==> config.mk <==
export PLATFORM = sky130hd
export DESIGN_NAME = lane_row_midpoint_finder
export DESIGN_NICKNAME = d
export VERILOG_FILES = /design/src/lrmf_pkg.sv /design/src/lane_row_midpoint_finder.sv
export VERILOG_INCLUDE_DIRS = /design/src /design/src/src
export SDC_FILE = /design/constraint.sdc
export NUM_CORES = 1
export LEC_CHECK = 0
export BUFFER_PORTS_ARGS = -buffer_cell sky130_fd_sc_hd__buf_2
export CORE_UTILIZATION = 55
export CTS_CLUSTER_SIZE = 12
export DETAILED_ROUTE_END_ITERATION = 6
export MAX_ROUTING_LAYER = met4
export PLACE_DENSITY = 0.73
export REMOVE_ABC_BUFFERS = 1
export SETUP_SLACK_MARGIN = 0.3
export SYNTH_ARGS = -nofsm -noshare
export SYNTH_HDL_FRONTEND = slang
export SYNTH_SLANG_ARGS = --single-unit
==> constraint.sdc <==
create_clock -name i_clk -period 22.6 [get_ports i_clk]
set_input_delay 2.26 -clock i_clk [delete_from_list [all_inputs] [get_ports i_clk]]
set_output_delay 2.26 -clock i_clk [all_outputs]
set_load 0.01 [all_outputs]
==> src/assert_macros.svh <==
// ----------------------------------------------------------------------------
// assert_macros.svh
// Shared concurrent assertion macros, clocked on i_clk, disabled in reset.
// ----------------------------------------------------------------------------
`ifndef ASSERT_MACROS_SVH
`define ASSERT_MACROS_SVH

// Same-cycle implication.
`define ASSERT_IMPL(lbl, ante, cons) \
    lbl: assert property (@(posedge i_clk) disable iff (!i_rst_n) (ante) |-> (cons)) \
        else $error("assertion failed");

// Next-cycle implication.
`define ASSERT_NEXT(lbl, ante, cons) \
    lbl: assert property (@(posedge i_clk) disable iff (!i_rst_n) (ante) |=> (cons)) \
        else $error("assertion failed");

`endif

==> src/lrmf_pkg.sv <==
// ----------------------------------------------------------------------------
// lrmf_pkg
// Types, register indexes and helpers of the lane row midpoint finder.
// ----------------------------------------------------------------------------
package lrmf_pkg;

    localparam int MAX_WIDTH  = 2048;
    localparam int MAX_HEIGHT = 2048;

    localparam logic [11:0] C_MAX_W = 12'(MAX_WIDTH);
    localparam logic [11:0] C_MAX_H = 12'(MAX_HEIGHT);

    // Configuration register indexes
    localparam logic [2:0] CFG_FRAME_WIDTH  = 3'd0;
    localparam logic [2:0] CFG_FRAME_HEIGHT = 3'd1;
    localparam logic [2:0] CFG_EDGE_MARGIN  = 3'd2;
    localparam logic [2:0] CFG_BOTTOM_SKIP  = 3'd3;
    localparam logic [2:0] CFG_MIN_GAP      = 3'd4;
    localparam logic [2:0] CFG_WHITE_LEVEL  = 3'd5;

    // Reset values
    localparam logic [11:0] RST_FRAME_WIDTH  = 12'd640;
    localparam logic [11:0] RST_FRAME_HEIGHT = 12'd480;
    localparam logic [7:0]  RST_EDGE_MARGIN  = 8'd20;
    localparam logic [10:0] RST_BOTTOM_SKIP  = 11'd100;
    localparam logic [10:0] RST_MIN_GAP      = 11'd100;
    localparam logic [7:0]  RST_WHITE_LEVEL  = 8'd255;

    typedef struct packed {
        logic [7:0] pixel_value;
        logic       frame_start;
    } t_in_req;

    typedef struct packed {
        logic [10:0] goal_x;
        logic [10:0] goal_y;
        logic        goal_valid;
        logic [10:0] align_start_x;
        logic [10:0] align_start_y;
        logic        align_start_valid;
        logic [10:0] align_end_x;
        logic [10:0] align_end_y;
        logic        align_end_valid;
    } t_out_req;

    typedef struct packed {
        logic [10:0] x;
        logic [10:0] y;
        logic        valid;
    } t_point;

    localparam t_point POINT_NONE = '{x: 11'd0, y: 11'd0, valid: 1'b0};

    // Zero acts as one, anything above the maximum acts as the maximum.
    function automatic logic [11:0] clamp_size(input logic [11:0] v, input logic [11:0] maxv);
        logic [11:0] r;
        if (v == 12'd0) begin
            r = 12'd1;
        end else if (v > maxv) begin
            r = maxv;
        end else begin
            r = v;
        end
        return r;
    endfunction

endpackage

==> src/lane_row_midpoint_finder.sv <==
// Result path: the result of a frame is valid on o_out_req once its last pixel
//   request has passed the input register and then the result register.
// Throughput: one pixel per clock; the per-row edge search runs on running
//   registers only, so the only stall comes from a held result.
// Reset: synchronous active low; clears counters, edges, points and handshake
//   state and loads the configuration registers with their default values.
// ----------------------------------------------------------------------------
// lane_row_midpoint_finder
// Scans a raster lane mask for the outer white pixels of each row and reports
// goal, align start and align end midpoints once per frame.
// ----------------------------------------------------------------------------
`include "assert_macros.svh"

module lane_row_midpoint_finder (
    input  logic               i_clk,
    input  logic               i_rst_n,
    // configuration write port
    input  logic               i_cfg_wr_en,
    input  logic [2:0]         i_cfg_index,
    input  logic [11:0]        i_cfg_data,
    // pixel requests
    input  logic               i_in_valid,
    output logic               o_in_stall,
    input  lrmf_pkg::t_in_req  i_in_req,
    // frame results
    output logic               o_out_valid,
    input  logic               i_out_stall,
    output lrmf_pkg::t_out_req o_out_req
);

    // ------------------------------------------------------------------
    // Configuration registers
    // ------------------------------------------------------------------
    logic [11:0] r_frame_width;
    logic [11:0] r_frame_height;
    logic [7:0]  r_edge_margin;
    logic [10:0] r_bottom_skip;
    logic [10:0] r_min_gap;
    logic [7:0]  r_white_level;

    always_ff @(posedge i_clk) begin
        if (!i_rst_n) begin
            r_frame_width  <= lrmf_pkg::RST_FRAME_WIDTH;
            r_frame_height <= lrmf_pkg::RST_FRAME_HEIGHT;
            r_edge_margin  <= lrmf_pkg::RST_EDGE_MARGIN;
            r_bottom_skip  <= lrmf_pkg::RST_BOTTOM_SKIP;
            r_min_gap      <= lrmf_pkg::RST_MIN_GAP;
            r_white_level  <= lrmf_pkg::RST_WHITE_LEVEL;
        end else if (i_cfg_wr_en) begin
            case (i_cfg_index)
                lrmf_pkg::CFG_FRAME_WIDTH:  r_frame_width  <= i_cfg_data;
                lrmf_pkg::CFG_FRAME_HEIGHT: r_frame_height <= i_cfg_data;
                lrmf_pkg::CFG_EDGE_MARGIN:  r_edge_margin  <= i_cfg_data[7:0];
                lrmf_pkg::CFG_BOTTOM_SKIP:  r_bottom_skip  <= i_cfg_data[10:0];
                lrmf_pkg::CFG_MIN_GAP:      r_min_gap      <= i_cfg_data[10:0];
                lrmf_pkg::CFG_WHITE_LEVEL:  r_white_level  <= i_cfg_data[7:0];
                default: ;  // drop writes beyond the register list
            endcase
        end
    end

    // ------------------------------------------------------------------
    // Handshake: input register feeds the row logic, result register
    // holds a frame result until the sink takes it.
    // ------------------------------------------------------------------
    logic               r_in_valid;
    lrmf_pkg::t_in_req  r_in;
    logic               r_out_valid;
    lrmf_pkg::t_out_req r_out;

    logic w_fire;        // the held pixel is processed this cycle
    logic w_frame_end;   // the held pixel closes the frame
    logic w_out_free;    // result register can take a new result
    logic w_in_accept;

    assign w_out_free  = !r_out_valid || !i_out_stall;
    // Hold the pixel only when it would produce a result that has no room.
    assign w_fire      = r_in_valid && (!w_frame_end || w_out_free);
    assign o_in_stall  = r_in_valid && !w_fire;
    assign w_in_accept = i_in_valid && !o_in_stall;

    assign o_out_valid = r_out_valid;
    assign o_out_req   = r_out;

    // ------------------------------------------------------------------
    // Running row state
    // ------------------------------------------------------------------
    logic [10:0]      r_col;
    logic [10:0]      r_row;
    logic [10:0]      r_left;
    logic             r_left_seen;
    logic [10:0]      r_right;
    logic             r_right_seen;
    lrmf_pkg::t_point r_goal;
    lrmf_pkg::t_point r_start;
    lrmf_pkg::t_point r_end;

    // state seen by this pixel after a frame start clears it
    logic [10:0]      s_col;
    logic [10:0]      s_row;
    logic [10:0]      s_left;
    logic             s_left_seen;
    logic [10:0]      s_right;
    logic             s_right_seen;
    lrmf_pkg::t_point s_goal;
    lrmf_pkg::t_point s_start;
    lrmf_pkg::t_point s_end;

    logic [11:0]      w_width;
    logic [11:0]      w_height;
    logic             w_white;
    logic             w_left_hit;
    logic             w_right_hit;
    logic             w_row_end;
    logic             w_row_counts;
    logic [11:0]      w_sum;
    logic [10:0]      w_gap;
    lrmf_pkg::t_point w_point;

    logic [10:0]      n_left;
    logic             n_left_seen;
    logic [10:0]      n_right;
    logic             n_right_seen;
    lrmf_pkg::t_point n_goal;
    lrmf_pkg::t_point n_start;
    lrmf_pkg::t_point n_end;

    always_comb begin
        w_width  = lrmf_pkg::clamp_size(r_frame_width, lrmf_pkg::C_MAX_W);
        w_height = lrmf_pkg::clamp_size(r_frame_height, lrmf_pkg::C_MAX_H);

        // A frame start wipes the frame before this pixel is looked at.
        if (r_in.frame_start) begin
            s_col        = 11'd0;
            s_row        = 11'd0;
            s_left       = 11'd0;
            s_left_seen  = 1'b0;
            s_right      = 11'd0;
            s_right_seen = 1'b0;
            s_goal       = lrmf_pkg::POINT_NONE;
            s_start      = lrmf_pkg::POINT_NONE;
            s_end        = lrmf_pkg::POINT_NONE;
        end else begin
            s_col        = r_col;
            s_row        = r_row;
            s_left       = r_left;
            s_left_seen  = r_left_seen;
            s_right      = r_right;
            s_right_seen = r_right_seen;
            s_goal       = r_goal;
            s_start      = r_start;
            s_end        = r_end;
        end

        w_white = (r_in.pixel_value == r_white_level);

        // Keep the first white pixel past the left margin, and the last one
        // short of the right margin.
        w_left_hit  = w_white && !s_left_seen && ({1'b0, s_col} >= {4'd0, r_edge_margin});
        w_right_hit = w_white && (({1'b0, s_col} + {4'd0, r_edge_margin}) <= w_width);

        n_left       = w_left_hit ? s_col : s_left;
        n_left_seen  = s_left_seen || w_left_hit;
        n_right      = w_right_hit ? s_col : s_right;
        n_right_seen = s_right_seen || w_right_hit;

        w_row_end   = ({1'b0, s_col} >= (w_width - 12'd1));
        w_frame_end = w_row_end && ({1'b0, s_row} >= (w_height - 12'd1));

        w_row_counts = w_row_end && n_left_seen && n_right_seen &&
                       (({1'b0, s_row} + {1'b0, r_bottom_skip}) <= w_height);

        w_sum = {1'b0, n_left} + {1'b0, n_right};
        w_gap = (n_left > n_right) ? (n_left - n_right) : (n_right - n_left);

        w_point.x     = w_sum[11:1];
        w_point.y     = s_row;
        w_point.valid = 1'b1;

        // Later rows lie lower, so the last counting row wins start, and the last
        // one past the gap test wins goal; end keeps the first one.
        n_start = w_row_counts ? w_point : s_start;
        n_end   = (w_row_counts && !s_end.valid) ? w_point : s_end;
        n_goal  = (w_row_counts && (w_gap > r_min_gap)) ? w_point : s_goal;
    end

    always_ff @(posedge i_clk) begin
        if (!i_rst_n) begin
            r_in_valid   <= 1'b0;
            r_out_valid  <= 1'b0;
            r_col        <= 11'd0;
            r_row        <= 11'd0;
            r_left       <= 11'd0;
            r_left_seen  <= 1'b0;
            r_right      <= 11'd0;
            r_right_seen <= 1'b0;
            r_goal       <= lrmf_pkg::POINT_NONE;
            r_start      <= lrmf_pkg::POINT_NONE;
            r_end        <= lrmf_pkg::POINT_NONE;
        end else begin
            // input register
            if (w_in_accept) begin
                r_in_valid <= 1'b1;
            end else if (w_fire) begin
                r_in_valid <= 1'b0;
            end

            // result register
            if (w_fire && w_frame_end) begin
                r_out_valid <= 1'b1;
            end else if (!i_out_stall) begin
                r_out_valid <= 1'b0;
            end

            // row state
            if (w_fire) begin
                if (w_row_end) begin
                    r_col        <= 11'd0;
                    r_left       <= 11'd0;
                    r_left_seen  <= 1'b0;
                    r_right      <= 11'd0;
                    r_right_seen <= 1'b0;
                    if (w_frame_end) begin
                        r_row   <= 11'd0;
                        r_goal  <= lrmf_pkg::POINT_NONE;
                        r_start <= lrmf_pkg::POINT_NONE;
                        r_end   <= lrmf_pkg::POINT_NONE;
                    end else begin
                        r_row   <= s_row + 11'd1;
                        r_goal  <= n_goal;
                        r_start <= n_start;
                        r_end   <= n_end;
                    end
                end else begin
                    r_col        <= s_col + 11'd1;
                    r_row        <= s_row;
                    r_left       <= n_left;
                    r_left_seen  <= n_left_seen;
                    r_right      <= n_right;
                    r_right_seen <= n_right_seen;
                    r_goal       <= s_goal;
                    r_start      <= s_start;
                    r_end        <= s_end;
                end
            end
        end
    end

    // Payload registers: no reset needed.
    always_ff @(posedge i_clk) begin
        if (w_in_accept) begin
            r_in <= i_in_req;
        end
        if (w_fire && w_frame_end) begin
            // missing points are held at zero, so copy fields as they are
            r_out.goal_x            <= n_goal.x;
            r_out.goal_y            <= n_goal.y;
            r_out.goal_valid        <= n_goal.valid;
            r_out.align_start_x     <= n_start.x;
            r_out.align_start_y     <= n_start.y;
            r_out.align_start_valid <= n_start.valid;
            r_out.align_end_x       <= n_end.x;
            r_out.align_end_y       <= n_end.y;
            r_out.align_end_valid   <= n_end.valid;
        end
    end

    // ------------------------------------------------------------------
    // Assertions
    // ------------------------------------------------------------------
    // A closing pixel always lands in the result register.
    `ASSERT_NEXT(a_result_loaded, w_fire && w_frame_end, o_out_valid)
    // Start and end come from the same set of counting rows.
    `ASSERT_IMPL(a_align_pair, o_out_valid,
                 o_out_req.align_start_valid == o_out_req.align_end_valid)
    // A goal row is a counting row too.
    `ASSERT_IMPL(a_goal_in_rows, o_out_valid && o_out_req.goal_valid,
                 o_out_req.align_start_valid)
    // A missing goal reports zero coordinates.
    `ASSERT_IMPL(a_goal_zero, o_out_valid && !o_out_req.goal_valid,
                 (o_out_req.goal_x == 11'd0) && (o_out_req.goal_y == 11'd0))

endmodule

==> run metrics <==
critical path arrival 10.81 ns; CP max stage cell nor2_1; Slew Limit Fails 0; share of layout cells above drive strength 1 0.102; Fillers 2238; Post-synth EDFFs 78; largest area contributor in the netlist dfxtp_1; fmax 96.7 MHz; die area 26900 µm²; Via Count 12200; fin area between 15000 and 20000 µm²; final-report hold violation count 0; Worst-path clk slew 0.06 ns; RD Place Congestion around 0.93; cts hold-fix bufs 0; ys flop type dfxtp_1; total core area 25500 µm²; port bufs 99; Total GRT Usage 0.285; power density cells 61.4 nW/µm²; ant diodes 0; Avg Cell Area, Syn 8.79 µm²; global-route wire length before repair 59300 µm; initial antenna violation count 0; fin nets 1834; FF+latch area 5930 µm²; vias per std cell around 6; H-tree depth 1; First-pass DRT Iterations 6; IO Pins 100; Final Cycle Share 0.458; Num CTS Buffers 28; routed length per placed instance 18.4 µm; CTS tree done; met1 Track Usage GR 0.380; Multi-input gate area approximately 7800 µm²; # DRC 0; mapped cell area roughly 14000 µm²; flop and latch count out of synthesis 257; Crit path largest cell delay about 0.79 ns; Worst EP required 23.07 ns; Sink Count 257; Synth cell types 69; Worst-Skew Late Latency roughly 0.53 ns; global route hottest layer met2; crit-path max FO 94; area grow syn2layout 10.3%; asr flop ratio synth 0; Hold WC Path Type reg2reg; Crit Path Category reg2reg; endpoint class of the critical path register; DRT iter0 DRCs 1119; CTS root buffer clkbuf_16; commonest non-fill, non-tap cells in the layout nand2_1 (236), dfxtp_1 (179), nor2_1 (129); dpl hpwl between 20000 and 30000 µm; outcome completed; Worst Clk Skew 0.0159 ns; final setup fails 0; worst-margin pin slew approximately 1.1 ns; Post-CTS Setup Bufs 0; synth top area cells dfxtp_1 (25%), edfxtp_1 (16%), ha_1 (10%), nand2_1 (6.2%), a21oi_1 (4.0%); Synth top area share 0.249; Die Ht 164 µm; grt met3 use 0.0285; total grt overflow 0; Max-cap violations 0; post-synthesis instance total 1641; Seq/Total Area, Yosys 0.411; unrepaired setup endpoints after global routing no; starting density of the core 0.566; largest net degree at the start of global routing 95; commonest non-fill, non-tap cell in the layout nand2_1; grt met2 use 0.454; vias in the first global route between 10000 and 15000; remaining antenna violation count 0; Syn. warnings 0; worst-case clock buffer depth 3; Post-CTS Resized 0; Final min period 10.34 ns; Rel. slew slack 0.263; Leak Pwr 0.00606 µW; critical path launch point type register; setup TNS 0 ns; placed instance area around 15000 µm²; VDD IR-drop max 0.0707 mV; final wirelength about 37000 µm; Die Width 164 µm; row cnt 58
[sequential cells by signal, indices dropped and copies added (netlist names)]
signal	flops
r_left_seen	1
r_min_gap	11
o_out_req	69
r_bottom_skip	11
r_start	23
r_frame_height	12
r_right	11
r_row	11
r_left	11
o_out_valid	1
r_col	11
r_frame_width	12
r_white_level	8
r_right_seen	1
r_end	23
r_in	9
r_goal	23
r_edge_margin	8
r_in_valid	1
[power breakdown]
group / internal, µW / switching [µW] / total [µW] / leakage [µW]
Sequential: 477 / 3.82 / 481 / 0.00202
Clock: 264 / 179 / 443 / 0.000437
Combinational: 15.8 / 36.3 / 52.1 / 0.00360
[cells in the mapped netlist (4+ instances only)]
| cell | count |
|---|---|
| nand3_1 | 73 |
| dfxtp_1 | 179 |
| mux2i_1 | 48 |
| a21o_1 | 10 |
| xnor2_1 | 44 |
| nand3b_1 | 7 |
| edfxtp_1 | 78 |
| o2bb2ai_1 | 24 |
| a21oi_1 | 115 |
| nor2b_1 | 36 |
| buf_2 | 22 |
| o21ai_1 | 4 |
| o21a_1 | 9 |
| and2_1 | 6 |
| a22o_1 | 46 |
| buf_4 | 4 |
| xor2_1 | 17 |
| o21ai_0 | 95 |
| a211oi_1 | 8 |
| o211ai_1 | 13 |
| a221oi_1 | 4 |
| nand2b_1 | 14 |
| o32ai_1 | 5 |
| a31oi_1 | 11 |
| and3_1 | 8 |
| nand4_1 | 15 |
| clkbuf_1 | 62 |
| o21bai_1 | 6 |
| ha_1 | 117 |
| nor2_1 | 129 |
| buf_1 | 8 |
| a211o_1 | 4 |
| o31ai_1 | 8 |
| fa_1 | 4 |
| inv_1 | 76 |
| or3_1 | 4 |
| nor3_1 | 23 |
| or2_2 | 16 |
| nor4_1 | 9 |
| nand2_1 | 237 |
[layout make-up]
cell class                      count  share of cell area
Tap cell                          330              0.0260
Sequential cell                   257               0.373
Timing Repair Buffer              109              0.0359
Clock buffer                       42              0.0500
Inverter                           77              0.0182
Clock inverter                      9             0.00614
Multi-Input combinational cell   1211               0.491
[through the flow]
| step | util | std cells | hold WS, ns | total power [µW] | worst slack [ns] |
|---|---|---|---|---|---|
| after global routing | 0.624 | 2035 | 0.475 | 1010 | 11.66 |
| after detailed placement | 0.589 | 1984 | 0.444 | 542 | 12.41 |
| after floorplan | - | 1545 | 0.424 | 522 | 11.73 |
| after global placement | 0.589 | 1984 | 0.435 | 541 | 12.79 |
| final | 0.624 | 2035 | 0.457 | 977 | 12.26 |
| after CTS | 0.624 | 2035 | 0.457 | 981 | 12.36 |
[final timing paths]
| path | slack [ns] | startpoint | depth (start not counted) | endpoint |
|---|---|---|---|---|
| worst max-delay path | 12.26 | r_in[0]$_DFFE_PP_ | 36 | r_goal[9]$_SDFFE_PN0P_ |
| worst min-delay path | 0.46 | r_min_gap[3]$_SDFFE_PN0P_ | 2 | r_min_gap[3]$_SDFFE_PN0P_ |
| worst max register to register | 12.26 | r_in[0]$_DFFE_PP_ | 36 | r_goal[9]$_SDFFE_PN0P_ |
| worst min register to register | 0.46 | r_min_gap[3]$_SDFFE_PN0P_ | 2 | r_min_gap[3]$_SDFFE_PN0P_ |
[per-layer routing]
layer	vias up	part of all wire
li1	5888	-
met1	5827	0.45
met2	414	0.46
met3	71	0.058
met4	0	0.027
met5	-	0
[critical path, delay by kind of cell, from the launching register on]
family          cells  cell delay [ns]
compound gates     10             1.78
buf+inv             3             1.15
fa+ha+maj           5             1.73
simple gates       14             4.50
xor+xnor            2             0.27
mux                 2             0.40
flops               1             0.32
[kinds of logic after synthesis]
| logic type | synth area share |
|---|---|
| simple gates | 0.187 |
| compound gates | 0.174 |
| flops | 0.411 |
| buf+inv | 0.0480 |
| fa+ha+maj | 0.109 |
| xor+xnor | 0.0371 |
| mux | 0.0341 |
Power figures use the tool's default switching activity.
